$ cat src/assert_macros.svh
// assertion macros shared by the rtl files
`ifndef ASSERT_MACROS_SVH
`define ASSERT_MACROS_SVH

// property must hold at every clock edge outside reset
`define NPCI_ASSERT(name, clk, rstn, prop, msg) \
    name: assert property (@(posedge clk) disable iff (!(rstn)) (prop)) \
        else $error(msg);

// condition must never be seen outside reset
`define NPCI_NEVER(name, clk, rstn, cond, msg) \
    name: assert property (@(posedge clk) disable iff (!(rstn)) !(cond)) \
        else $error(msg);

`endif

$ cat src/npci_pkg.sv
// shared constants, types and palette table of the nearest palette color finder
package npci_pkg;

    localparam int PALETTE_SIZE = 256;
    localparam int PAL_AW       = (PALETTE_SIZE > 1) ? $clog2(PALETTE_SIZE) : 1;
    localparam int ROM_DEPTH    = 256;
    localparam int CH_W         = 8;
    localparam int RGB_W        = 3 * CH_W;
    localparam int SQ_W         = 2 * CH_W;
    localparam int DIST_W       = SQ_W + 2;
    localparam int INDEX_W      = 8;

    localparam logic [PAL_AW-1:0] LAST_ENTRY = PAL_AW'(PALETTE_SIZE - 1);

    typedef enum logic [1:0] {
        ST_FILL,
        ST_IDLE,
        ST_BUSY,
        ST_HOLD
    } ctrl_state_t;

    typedef struct packed {
        logic              en;
        logic [PAL_AW-1:0] addr;
    } ram_rd_t;

    typedef struct packed {
        logic              done;
        logic [PAL_AW-1:0] index;
    } search_status_t;

    typedef logic [ROM_DEPTH-1:0][RGB_W-1:0] palette_rom_t;

    function automatic logic [RGB_W-1:0] sys_color(input int k);
        logic [RGB_W-1:0] c;
        case (k)
            0:       c = {8'd0,   8'd0,   8'd0};
            1:       c = {8'd128, 8'd0,   8'd0};
            2:       c = {8'd0,   8'd128, 8'd0};
            3:       c = {8'd128, 8'd128, 8'd0};
            4:       c = {8'd0,   8'd0,   8'd128};
            5:       c = {8'd128, 8'd0,   8'd128};
            6:       c = {8'd0,   8'd128, 8'd128};
            7:       c = {8'd192, 8'd192, 8'd192};
            8:       c = {8'd128, 8'd128, 8'd128};
            9:       c = {8'd255, 8'd0,   8'd0};
            10:      c = {8'd0,   8'd255, 8'd0};
            11:      c = {8'd255, 8'd255, 8'd0};
            12:      c = {8'd0,   8'd0,   8'd255};
            13:      c = {8'd255, 8'd0,   8'd255};
            14:      c = {8'd0,   8'd255, 8'd255};
            15:      c = {8'd255, 8'd255, 8'd255};
            default: c = '0;
        endcase
        return c;
    endfunction

    function automatic logic [CH_W-1:0] cube_level(input int k);
        logic [CH_W-1:0] v;
        case (k)
            0:       v = 8'd0;
            1:       v = 8'd95;
            2:       v = 8'd135;
            3:       v = 8'd175;
            4:       v = 8'd215;
            5:       v = 8'd255;
            default: v = 8'd0;
        endcase
        return v;
    endfunction

    // evaluated at elaboration only
    function automatic palette_rom_t build_xterm_rom();
        palette_rom_t rom;
        int           c;
        int           g;
        rom = '0;
        for (int i = 0; i < ROM_DEPTH; i++) begin
            if (i < 16) begin
                rom[i] = sys_color(i);
            end else if (i < 232) begin
                c = i - 16;
                rom[i] = {cube_level((c / 36) % 6), cube_level((c / 6) % 6),
                          cube_level(c % 6)};
            end else begin
                g = 8 + 10 * (i - 232);
                rom[i] = {CH_W'(g), CH_W'(g), CH_W'(g)};
            end
        end
        return rom;
    endfunction

    localparam palette_rom_t XTERM_ROM = build_xterm_rom();

endpackage

$ cat src/npci_scale.sv
// alpha premultiply of the three color channels, two pipeline stages
`include "assert_macros.svh"
module npci_scale
    import npci_pkg::*;
(
    input  logic                      aclk,
    input  logic                      aresetn,
    input  logic                      start,
    input  logic [2:0][CH_W-1:0]      pixel,
    input  logic [CH_W-1:0]           alpha,
    output logic [2:0][CH_W-1:0]      scaled,
    output logic                      done
);

    logic                  prod_valid_reg;
    logic                  done_reg;
    logic [2:0][SQ_W-1:0]  prod_reg;
    logic [2:0][SQ_W-1:0]  prod_next;
    logic [2:0][CH_W-1:0]  scaled_reg;
    logic [2:0][CH_W-1:0]  scaled_next;
    logic [2:0][SQ_W-1:0]  div_sum;

    always_comb begin
        for (int ch = 0; ch < 3; ch++) begin
            prod_next[ch] = SQ_W'(pixel[ch]) * SQ_W'(alpha);
            // exact floor(p / 255) for any 16-bit product of two bytes
            div_sum[ch] = prod_reg[ch] + SQ_W'(prod_reg[ch][SQ_W-1:CH_W]) + SQ_W'(1);
            scaled_next[ch] = div_sum[ch][SQ_W-1:CH_W];
        end
    end

    always_ff @(posedge aclk) begin
        if (!aresetn) begin
            prod_valid_reg <= 1'b0;
            done_reg       <= 1'b0;
        end else begin
            prod_valid_reg <= start;
            done_reg       <= prod_valid_reg;
        end
    end

    always_ff @(posedge aclk) begin
        if (start) begin
            prod_reg <= prod_next;
        end
        if (prod_valid_reg) begin
            scaled_reg <= scaled_next;
        end
    end

    assign scaled = scaled_reg;
    assign done   = done_reg;

    `NPCI_ASSERT(a_scale_one_start, aclk, aresetn, start |=> !start,
                 "scale started on two cycles in a row")

endmodule

$ cat config.mk
export PLATFORM = sky130hd
export DESIGN_NAME = npci_scale
export DESIGN_NICKNAME = d
export VERILOG_FILES = /design/src/npci_pkg.sv /design/src/npci_scale.sv
export VERILOG_INCLUDE_DIRS = /design/src /design/src/src
export SDC_FILE = /design/constraint.sdc
export NUM_CORES = 1
export LEC_CHECK = 0
export BUFFER_PORTS_ARGS = -buffer_cell sky130_fd_sc_hd__buf_2
export CORE_MARGIN = 2
export CORE_UTILIZATION = 57
export CTS_CLUSTER_DIAMETER = 100
export DETAILED_ROUTE_END_ITERATION = 10
export GPL_TIMING_DRIVEN = 1
export PLACE_DENSITY = 0.77
export SETUP_SLACK_MARGIN = 0.5
export SLEW_MARGIN = 20
export SYNTH_ARGS = -nofsm -noshare
export SYNTH_HDL_FRONTEND = slang
export SYNTH_SLANG_ARGS = --single-unit
$ cat constraint.sdc
create_clock -name aclk -period 4.2 [get_ports aclk]
set_clock_uncertainty 0.1 [all_clocks]
set_input_delay 0.42 -clock aclk [delete_from_list [all_inputs] [get_ports aclk]]
set_output_delay 0.42 -clock aclk [all_outputs]
set_load 0.01 [all_outputs]
==> Yosys cells after proc, flatten, opt, wreduce, memory -nomap -nowiden <==
Index checks and enable logic that the tools add are counted.
{ "op_classes": {"n_addsub": 6, "multipliers": 3} }
{ "ops": {"columns": ["cell", "count"], "rows": [
  ["adder 16 x 1 -> 16 bit (second input constant)", 3],
  ["adder 16 x 8 -> 16 bit", 3],
  ["multiplier 8 x 8 -> 16 bit", 3]
]} }
{ "word_totals": {"ff_bits": 74, "out_inout_bits": 25} }

==> Depth between registers and ports, before layout <==
{ "depth": {"depth_word": 2, "ltp_mapped": 17, "mapped_depth_nobuf": 16} }

==> Worst setup path before layout <==
No wires, ideal clock.
{ "synth_timing": {"path_type": "input port to flip-flop", "startpoint": "input port alpha[7]", "endpoint": "register prod_reg[29] (netlist name), data pin", "setup_time_ns": 0.262, "arrival_time_ns": 4.196, "required_ns": 3.838, "setup_slack_ns": -0.358, "stages": 15, "path_buffers": 1, "path_cell_list": "clkbuf_1 nand2_1 fa_1 fa_1 inv_1 fa_1 inv_1 fa_1 inv_1 ha_1 o21ai_1 a211oi_2 a2111oi_4 a21oi_1 xor2_1"} }
{ "synth_rtl": {"columns": ["item", "line", "rtl"], "rows": [
  ["start: declaration", "npci_scale.sv:10", "input logic [CH_W-1:0] alpha,"],
  ["end signal: assignment", "npci_scale.sv:44", "prod_reg <= prod_next;"],
  ["end: declaration", "npci_scale.sv:17", "logic [2:0][SQ_W-1:0] prod_reg;"]
]} }

==> reports/metrics.yaml <==
yosysTopAreaCell: "edfxtp_1"
worst_ep_arrival_time_ns: 3.99
antenna_found_initial: 0
dp_cells: 1257
seq_area_frac_synth: 0.235
critPathCaptureType: "flop"
antenna_left: 0
p_seq_frac: 0.208
p_int_mw: 4.11
syn_nets: 1189
p_clk_frac: 0.122
grt.met2_usage: 0.396
min_path_type: "in -> reg"
finalHoldViolCount: 0
setup_viol_count_final: 0
vias: 6816
grt_util_met1: 0.326
clk_path_buf_depth: 2
yosys-top-cells-area: "edfxtp_1 (23%), fa_1 (23%), ha_1 (17%)"
start_util: 0.587
syn_to_final_growth_pct: 28.6
fmax_mhz: 250
dieArea_um2: 17500
fin_cells: 1298
hp-start: "aresetn"
worstMarginPinSlew_ns: 1.02
io_pins: 60
r2r_slack_ns: 1.93
synth.most_common_cell: "and2_1"
wl_um: 20100
gr-usage-met3: 0.0300
cap_violations: 0
core_um2: 16000
synth_area_um2: 9390
p_per_area_nw_per_um2: 564
synth-seq-cells: 74
worst_r2r_path_depth: 7
synth_top_area_frac: 0.230
irDropWorstVdd_mv: 0.272
largest_reg_flops: 48
overflow: 0
critical_path_class: "in -> reg"
outcome: "finished clean"
wl_per_cell_um: 15.5
switching_power_mw: 2.70
cts_tree: "yes"
fin_area_um2: 12100
min_path_cells: 2
fin_hold_ws_ns: 0.192
port_buffers: 59
cts-root-buf: "clkbuf_16"
period_needed_ns: 4.01
ys.flop_type: "edfxtp_1"
required_ns: 4.18
comb_power_share: 0.670
swShare: 0.397
h-tree-depth: 3
vias_per_cell: 5.25
syn_inst: 917
grt_usage: 0.235
rsz0062_at_grt: "yes"
cp_max_fo: 7
final-max-slew-violation-count: 0
clkSinkCount: 74
clkSlewWorstSetupHoldPaths_ns: 0.06
crit_path_start_kind: "input port"
die_w_um: 132
yosys-top-cells-count: "and2_1 (169), inv_1 (152), ha_1 (129), fa_1 (108), edfxtp_1 (72)"
drt-initial-drc-count: 337
setup_ws_ns: 0.194
worst_slew_margin_rel: 0.318
utilization: 0.755
p_total_mw: 6.81
worstReg2RegEnd: "scaled[23]"
top_usage_layer: "met2"
r2r_start: "prod_reg[45]"
p_leak_nw: 5.65
placed_area_um2: 10900
synth_cell_types: 45
fin_tns_setup_ns: 0
avgSynthCellArea_um2: 10.2
dp_hpwl_um: 15400
grt_pass1_vias: 7089
cts_buffers: 9
gp_congestion: 0.836
yosysWarnings: 0
holdPathEnd: "done"
fp.dieH_um: 132
synth-async-reset-ratio: 0
dp_slack_ns: -0.318
synth_edf_count: 72
num-nets-final: 1349
grt_pass1_wl_um: 33400
n_antenna_cell: 0
dr.pass1.iters: 5
clkLatencyLatePin_ns: 0.34
rows: 46
drive_above_1_share: 0.315
grt_max_degree: 35
period_share: 0.954
route.detailed.drc: 0
## power groups by stage
stage | sequential (mW) | combinational (mW) | clock (mW)
after floorplan | 1.40 | 2.73 | 0
after global placement | 1.42 | 3.69 | 0
after detailed placement | 1.43 | 3.79 | 0
after CTS | 1.41 | 4.08 | 0.850
after global routing | 1.44 | 5.04 | 0.881
final | 1.41 | 4.56 | 0.832
## worst max-delay path, stage by stage
cell and delay, ns:
buf_6 0.11, and2_4 0.15, fa_1 0.57, fa_2 0.44
fa_1 0.52, inv_1 0.06, fa_1 0.51, inv_2 0.05
ha_4 0.24, o21ai_4 0.06, a211oi_2 0.07, or3_4 0.38
o31a_1 0.25, xor2_1 0.15
## metal layers
layer | vias up | wire (um)
li1 | 3304 | -
met1 | 3360 | 9190
met2 | 130 | 9870
met3 | 22 | 689
met4 | 0 | 314
met5 | - | 0
## layout make-up
class / count / area [um^2]
Tap cell: 216 / 270
Fill cell: 1098 / 3930
Multi-Input combinational cell: 675 / 7300
Inverter: 152 / 573
Clock inverter: 7 / 100
Timing Repair Buffer: 165 / 1410
Clock buffer: 9 / 225
Sequential cell: 74 / 2200
## how the worst max path moves through the flow
stage | startpoint | to | slack, ns | cells past startpoint
after floorplan | alpha[4] | prod_reg[13] | -0.02 | 15
after global placement | alpha[2] | prod_reg[13] | -0.22 | 15
after detailed placement | alpha[2] | prod_reg[13] | -0.32 | 15
after CTS | alpha[5] | prod_reg[47] | 0.21 | 16
after global routing | alpha[3] | prod_reg[13] | 0.12 | 15
final | pixel[2] | prod_reg[13] | 0.19 | 14
## placed cells by master, fill, tap and decap left out, drive strengths merged, types with 13 or more instances in the layout
| cell type | n |
|---|---|
| a21o | 14 |
| a21oi | 32 |
| and2 | 169 |
| buf | 161 |
| clkbuf | 13 |
| edfxtp | 72 |
| fa | 108 |
| ha | 129 |
| inv | 154 |
| nand2 | 48 |
| nor2 | 25 |
| o21ai | 26 |
| xnor2 | 43 |
| xor2 | 13 |
## kinds of logic (layout without fill, tap and decap cells)
| family | count (synthesis) | count (layout) | share of synthesized area |
|---|---|---|---|
| AOI/OAI and AO/OA | 104 | 104 | 0.0764 |
| adders and majority gates | 237 | 237 | 0.402 |
| buffers and inverters | 168 | 333 | 0.0672 |
| DFF | 74 | 74 | 0.235 |
| and+or+nand+nor | 278 | 278 | 0.167 |
| xor gates and xnor gates | 56 | 56 | 0.0523 |
## timing repair
item / 4_1_cts / 5_1_grt
resized for setup: 85 / 86
hold buffers: 0 / 0
cloned: 1 / 3
setup buffers: 14 / 7
endpoints found under the setup margin: 21 / 24
pin swaps: 60 / 42
(Power assumes the default switching activity.)
