$ cat config.mk
export PLATFORM = sky130hd
export DESIGN_NAME = npci_search
export DESIGN_NICKNAME = d
export VERILOG_FILES = /design/src/npci_pkg.sv /design/src/npci_search.sv
export VERILOG_INCLUDE_DIRS = /design/src /design/src/src
export SDC_FILE = /design/constraint.sdc
export NUM_CORES = 1
export LEC_CHECK = 0
export BUFFER_PORTS_ARGS = -buffer_cell sky130_fd_sc_hd__buf_2
export CAP_MARGIN = 20
export CORE_UTILIZATION = 35
export DETAILED_ROUTE_END_ITERATION = 10
export PLACE_DENSITY = 0.55
export SLEW_MARGIN = 20
export SYNTH_ARGS = -nofsm -noshare
export SYNTH_HDL_FRONTEND = slang
export SYNTH_SLANG_ARGS = --single-unit
$ cat constraint.sdc
create_clock -name aclk -period 8 [get_ports aclk]
set_clock_uncertainty 0.15 [all_clocks]
set_input_delay 0.4 -clock aclk [delete_from_list [all_inputs] [get_ports aclk]]
set_output_delay 0.4 -clock aclk [all_outputs]
set_load 0.02 [all_outputs]
$ cat src/assert_macros.svh
// assertion macros shared by the rtl files
`ifndef ASSERT_MACROS_SVH
`define ASSERT_MACROS_SVH

// property must hold at every clock edge outside reset
`define NPCI_ASSERT(name, clk, rstn, prop, msg) \
    name: assert property (@(posedge clk) disable iff (!(rstn)) (prop)) \
        else $error(msg);

// condition must never be seen outside reset
`define NPCI_NEVER(name, clk, rstn, cond, msg) \
    name: assert property (@(posedge clk) disable iff (!(rstn)) !(cond)) \
        else $error(msg);

`endif

$ cat src/npci_pkg.sv
// shared constants, types and palette table of the nearest palette color finder
package npci_pkg;

    localparam int PALETTE_SIZE = 256;
    localparam int PAL_AW       = (PALETTE_SIZE > 1) ? $clog2(PALETTE_SIZE) : 1;
    localparam int ROM_DEPTH    = 256;
    localparam int CH_W         = 8;
    localparam int RGB_W        = 3 * CH_W;
    localparam int SQ_W         = 2 * CH_W;
    localparam int DIST_W       = SQ_W + 2;
    localparam int INDEX_W      = 8;

    localparam logic [PAL_AW-1:0] LAST_ENTRY = PAL_AW'(PALETTE_SIZE - 1);

    typedef enum logic [1:0] {
        ST_FILL,
        ST_IDLE,
        ST_BUSY,
        ST_HOLD
    } ctrl_state_t;

    typedef struct packed {
        logic              en;
        logic [PAL_AW-1:0] addr;
    } ram_rd_t;

    typedef struct packed {
        logic              done;
        logic [PAL_AW-1:0] index;
    } search_status_t;

    typedef logic [ROM_DEPTH-1:0][RGB_W-1:0] palette_rom_t;

    function automatic logic [RGB_W-1:0] sys_color(input int k);
        logic [RGB_W-1:0] c;
        case (k)
            0:       c = {8'd0,   8'd0,   8'd0};
            1:       c = {8'd128, 8'd0,   8'd0};
            2:       c = {8'd0,   8'd128, 8'd0};
            3:       c = {8'd128, 8'd128, 8'd0};
            4:       c = {8'd0,   8'd0,   8'd128};
            5:       c = {8'd128, 8'd0,   8'd128};
            6:       c = {8'd0,   8'd128, 8'd128};
            7:       c = {8'd192, 8'd192, 8'd192};
            8:       c = {8'd128, 8'd128, 8'd128};
            9:       c = {8'd255, 8'd0,   8'd0};
            10:      c = {8'd0,   8'd255, 8'd0};
            11:      c = {8'd255, 8'd255, 8'd0};
            12:      c = {8'd0,   8'd0,   8'd255};
            13:      c = {8'd255, 8'd0,   8'd255};
            14:      c = {8'd0,   8'd255, 8'd255};
            15:      c = {8'd255, 8'd255, 8'd255};
            default: c = '0;
        endcase
        return c;
    endfunction

    function automatic logic [CH_W-1:0] cube_level(input int k);
        logic [CH_W-1:0] v;
        case (k)
            0:       v = 8'd0;
            1:       v = 8'd95;
            2:       v = 8'd135;
            3:       v = 8'd175;
            4:       v = 8'd215;
            5:       v = 8'd255;
            default: v = 8'd0;
        endcase
        return v;
    endfunction

    // evaluated at elaboration only
    function automatic palette_rom_t build_xterm_rom();
        palette_rom_t rom;
        int           c;
        int           g;
        rom = '0;
        for (int i = 0; i < ROM_DEPTH; i++) begin
            if (i < 16) begin
                rom[i] = sys_color(i);
            end else if (i < 232) begin
                c = i - 16;
                rom[i] = {cube_level((c / 36) % 6), cube_level((c / 6) % 6),
                          cube_level(c % 6)};
            end else begin
                g = 8 + 10 * (i - 232);
                rom[i] = {CH_W'(g), CH_W'(g), CH_W'(g)};
            end
        end
        return rom;
    endfunction

    localparam palette_rom_t XTERM_ROM = build_xterm_rom();

endpackage

$ cat src/npci_search.sv
// palette scan: one entry read per cycle, squared distance, running minimum
`include "assert_macros.svh"
module npci_search
    import npci_pkg::*;
(
    input  logic                  aclk,
    input  logic                  aresetn,
    input  logic                  start,
    input  logic [2:0][CH_W-1:0]  color,
    input  logic [RGB_W-1:0]      rd_data,
    output ram_rd_t               rd,
    output search_status_t        status
);

    logic                  scan_active_reg;
    logic [PAL_AW-1:0]     scan_addr_reg;
    logic                  s1_valid_reg;
    logic                  s1_last_reg;
    logic [PAL_AW-1:0]     s1_idx_reg;
    logic                  s2_valid_reg;
    logic                  s2_last_reg;
    logic [PAL_AW-1:0]     s2_idx_reg;
    logic [2:0][SQ_W-1:0]  s2_sq_reg;
    logic [2:0][SQ_W-1:0]  sq_next;
    logic [2:0][CH_W-1:0]  entry;
    logic [2:0][CH_W-1:0]  diff;
    logic [DIST_W-1:0]     cand_dist;
    logic [DIST_W-1:0]     best_dist_reg;
    logic [PAL_AW-1:0]     best_idx_reg;
    logic                  done_reg;
    logic                  take;

    assign rd.en   = scan_active_reg;
    assign rd.addr = scan_addr_reg;

    // palette word is rrggbb, channel lane 0 is red
    assign entry[0] = rd_data[3*CH_W-1:2*CH_W];
    assign entry[1] = rd_data[2*CH_W-1:CH_W];
    assign entry[2] = rd_data[CH_W-1:0];

    always_comb begin
        for (int ch = 0; ch < 3; ch++) begin
            diff[ch] = (color[ch] >= entry[ch]) ? (color[ch] - entry[ch])
                                                : (entry[ch] - color[ch]);
            sq_next[ch] = SQ_W'(diff[ch]) * SQ_W'(diff[ch]);
        end
        cand_dist = DIST_W'(s2_sq_reg[0]) + DIST_W'(s2_sq_reg[1]) + DIST_W'(s2_sq_reg[2]);
        // entry 0 seeds the minimum, later entries must be strictly closer
        take = s2_valid_reg && ((s2_idx_reg == '0) || (cand_dist < best_dist_reg));
    end

    always_ff @(posedge aclk) begin
        if (!aresetn) begin
            scan_active_reg <= 1'b0;
            scan_addr_reg   <= '0;
            s1_valid_reg    <= 1'b0;
            s2_valid_reg    <= 1'b0;
            done_reg        <= 1'b0;
        end else begin
            if (start) begin
                scan_active_reg <= 1'b1;
                scan_addr_reg   <= '0;
            end else if (scan_active_reg) begin
                scan_addr_reg <= scan_addr_reg + PAL_AW'(1);
                if (scan_addr_reg == LAST_ENTRY) begin
                    scan_active_reg <= 1'b0;
                end
            end
            s1_valid_reg <= scan_active_reg;
            s2_valid_reg <= s1_valid_reg;
            done_reg     <= s2_valid_reg && s2_last_reg;
        end
    end

    always_ff @(posedge aclk) begin
        s1_idx_reg  <= scan_addr_reg;
        s1_last_reg <= (scan_addr_reg == LAST_ENTRY);
        s2_idx_reg  <= s1_idx_reg;
        s2_last_reg <= s1_last_reg;
        if (s1_valid_reg) begin
            s2_sq_reg <= sq_next;
        end
        if (take) begin
            best_dist_reg <= cand_dist;
            best_idx_reg  <= s2_idx_reg;
        end
    end

    assign status.done  = done_reg;
    assign status.index = best_idx_reg;

    `NPCI_NEVER(a_start_while_scanning, aclk, aresetn,
                start && (scan_active_reg || s1_valid_reg || s2_valid_reg),
                "new search started while a scan is in flight")
    `NPCI_ASSERT(a_done_single, aclk, aresetn, done_reg |=> !done_reg,
                 "search done raised on consecutive cycles")
    `NPCI_ASSERT(a_seed_first, aclk, aresetn,
                 (s1_valid_reg && !s2_valid_reg) |-> (s1_idx_reg == '0),
                 "scan did not begin at entry 0")

endmodule

**Word level (Yosys, flattened, before mapping)**

Cells that the tools add are included.

- Register bits: 104
- Bits of input ports: 51
- Word-level logic and storage cells: 43

- Add/sub/neg operators: 9
- Multiply operators: 3
- $lt $le $gt $ge: 4
- Eq/ne operators: 1
- Mux-type cells: 6
- Bitwise gates (word level): 1
- Reduce and logical (&&, ||, !) cells: 5

Operator list:

| cell | number |
|---|---|
| 8-bit by 8-bit multiplier with 16-bit output | 3 |
| 8-bit subtractor | 6 |
| 8-bit >= comparator | 3 |
| 8-bit 2-to-1 mux | 3 |
| 17-bit by 16-bit adder with 18-bit output | 1 |
| 18-bit < comparator | 1 |
| 16-bit by 16-bit adder with 17-bit output | 1 |
| 8-bit by 1-bit adder with 8-bit output (second input constant) | 1 |
| 8-bit == test (second input constant) | 1 |
| 8-bit zero test | 1 |
| 1-bit 2-to-1 mux | 3 |
| 1-bit logical AND | 2 |
| 2-bit OR reduction | 1 |
| 1-bit logical OR | 1 |
| 1-bit inverter | 1 |

**Depth between registers and ports, before layout**

- Word-level depth: 5
- Gate-level depth with buffers: 30

**Worst setup path after synthesis**

Ideal clock, no wire load.

- Path kind: input to register
- From: input port color[8] (netlist name)
- To: register s2_sq_reg[29] (netlist name), data pin
- Library setup time: 0.258 ns
- Arrival: 6.269 ns
- Required time: 7.592 ns
- Path slack: 1.322 ns
- Stages on the path: 26
- Path buffers: 0
- Cells stage by stage: inv_1 ha_1 inv_1 fa_1 a21o_1 a2111oi_0 o21ai_0 o21ai_2 nor3b_1 a31oi_1 xor2_1 inv_1 or2_2 fa_1 inv_1 fa_1 fa_1 inv_1 fa_1 inv_1 ha_1 or2_2 a31oi_1 o21bai_1 a21oi_1 xnor2_1

RTL lines:

| element | line | text |
|---|---|---|
| start, declared | npci_search.sv:9 | `input logic [2:0][CH_W-1:0] color,` |
| end signal, assigned | npci_search.sv:81 | `s2_sq_reg <= sq_next;` |
| end, declared | npci_search.sv:23 | `logic [2:0][SQ_W-1:0] s2_sq_reg;` |

==> results_dict.tcl <==
set metrics [dict create \
    status "finished, violations left" \
    violations "DRC" \
    grt_pass1_wl_um 34300 \
    synthArstFlopShare 0 \
    core_area_sq_mm 0.0308 \
    dp_hpwl_um 16300 \
    critPathMaxFanout 7 \
    seq_area_frac_synth 0.248 \
    cts_tree "done" \
    cp-end-kind "flip-flop" \
    cpMaxStageDelayCell "fa_1" \
    grt_pass1_vias 7543 \
    largest_reg_flops 45 \
    start_util 0.358 \
    criticalPathCategory "input port to flip-flop" \
    timing.rr.end "best_dist_reg[12]" \
    syn_inst 1160 \
    dieArea_sq_mm 0.0322 \
    nets 1549 \
    mostFrequentLayoutCells "223 x inv_1, 168 x ha_1, 118 x nor2_1, 95 x fa_1, 71 x edfxtp_1" \
    rrSetupSlack_ns 2.94 \
    routabilityCongestion 0.803 \
    worst_pin_slew_ns 1.05 \
    via_per_inst 4.63 \
    grt.total_usage 0.126 \
    rows 64 \
    syn_area_sq_mm 0.0110 \
    hold_end "scan_active_reg" \
    cts-resized-gates 0 \
    clk_pin_slew_ns 0.08 \
    htree_levels 3 \
    cts_buffers 9 \
    first_pass_iters 8 \
    die_y_um 180 \
    final_hold_viol_count 0 \
    clock_path_buffers 2 \
    wirelength_um 19400 \
    cts-hold-fix-buffers 0 \
    ys_ff_latch 101 \
    synth_top_family_by_area "adder cells" \
    setup_viol 0 \
    drc 7 \
    antenna_found_initial 0 \
    reg2reg_depth 16 \
    crit_path_start_kind "input port" \
    cts-root-buf "clkbuf_16" \
    cp_data_required_time_ns 7.95 \
    routedWlPerCell_um 11.8 \
    diodes 0 \
    final.setup.tns_ns 0 \
    synthSimpleGateAreaFrac 0.108 \
    drtIter0Drc 418 \
    rr_startpoint "s2_sq_reg[4]" \
    area_delta_synth_final_pct 10.5 \
    boundaryPins 69 \
    crit_top_cell "inv_1" \
    synth_cell_type_count 56 \
    post_cts_buffers 0 \
    syn_area_per_cell_sq_um 9.51 \
    die_w_um 180 \
    critPathMaxStageDelay_ns 0.55 \
    cp.arrival_ns 6.91 \
    maxSlewViolCount 0 \
    maxCapViolCount 0 \
    hold_depth 2 \
    synthAdderAreaFrac 0.363 \
    min_period_ns 6.96 \
    synth_mux_area_frac 0.0197 \
    synth_edf_count 71 \
    grt_max_degree 47 \
    synth_compound_area_frac 0.107 \
    synth_ff_type "edfxtp_1" \
    cts_sinks 101 \
    port_buffers 68 \
    post_route_cells_drive_above_1_share 0.102 \
    synth_xor_area_frac 0.0713 \
    grt_overflow 0 \
    fin_crit_sh 0.870 \
    yosysWarnings 0 \
    dr_total_vias 7578 \
    max_freq_mhz 144 \
    timing.slew.headroom 0.301 \
    ant_nets 0 \
    rsz0062_at_grt "no" \
    min_path_type "input port to flip-flop" \
    insertion_delay_ns 0.35 \
    final_common_cell "inv_1" \
    hold_start "start" \
]
## per-layer routing
metal | wire length, um | GRT usage | vias up | part of all wire
met1 | 9820 | 0.175 | 3553 | 0.51
met3 | 388 | 0.0158 | 7 | 0.020
met5 | 0 | 0 | - | 0
li1 | - | - | 3943 | -
met2 | 9050 | 0.213 | 75 | 0.47
met4 | 99 | 0.0203 | 0 | 0.0051
## kinds of logic (layout without fill, tap and decap cells)
group | count (synthesis) | in the layout
xor+xnor | 89 | 89
other cells | 2 | 3
flops | 101 | 101
mux | 21 | 21
compound gates | 190 | 190
buf+inv | 240 | 319
simple gates | 254 | 254
fa+ha+maj | 263 | 263
## through the flow
step                      instance area [sq um]  cells  hold WS, ns  worst slack (ns)  utilization
after floorplan                           11000   1161        0.160              1.32            -
after global placement                    11900   1620        0.160             0.867        0.386
after detailed placement                  11900   1620        0.164             0.654        0.386
after CTS                                 12200   1636        0.145              1.01        0.396
after global routing                      12200   1636        0.140             0.532        0.396
final                                     12200   1636        0.156              1.04        0.396
## cell type report
cell class              count  area, sq um
clock buffers               9          225
clock inverters             7         86.3
fillers                  3072        18600
inverters                 223          837
multi-input cells         820         7390
flip-flops and latches    101         2730
well taps                 396          495
repair buffers             80          430
## critical path: cells and delay by family
kind | cells | cell delay [ns]
AO/OA/AOI/OAI | 8 | 1.73
adder cells (fa/ha/maj) | 7 | 2.97
buffers and inverters | 7 | 0.59
AND/OR/NAND/NOR | 3 | 0.79
XOR/XNOR | 2 | 0.43
## Yosys cell counts (6+ instances only)
cell,count,area (sq um)
nor3_1,10,50.1
a21oi_1,62,310
a21o_1,17,128
a31oi_1,10,62.6
mux2i_1,18,180
xor2_1,33,289
or2_2,19,119
fa_1,95,1900
nor2_1,118,443
dfxtp_1,30,601
o21ai_0,53,265
ha_1,168,2100
o21bai_1,6,45.0
o21a_1,12,90.1
clkbuf_1,11,41.3
nand4_1,8,50.1
inv_1,223,837
nand2_1,35,131
xnor2_1,55,482
edfxtp_1,71,2130
nor2b_1,22,138
nand3_1,7,35.0
and3_1,6,37.5
nand2b_1,15,93.8
## worst max path at each step
stage | start | to | slack, ns
6_report | color[8] | s2_sq_reg[29] | 1.04
5_1_grt | color[8] | s2_sq_reg[29] | 0.53
4_1_cts | color[8] | s2_sq_reg[29] | 1.01
3_5_place_dp | color[8] | s2_sq_reg[29] | 0.65
3_3_place_gp | color[8] | s2_sq_reg[29] | 0.87
2_1_floorplan | color[8] | s2_sq_reg[29] | 1.32
Power is not shown: default switching activity piles up to over one toggle a cycle in this logic, so the estimate is an artifact.
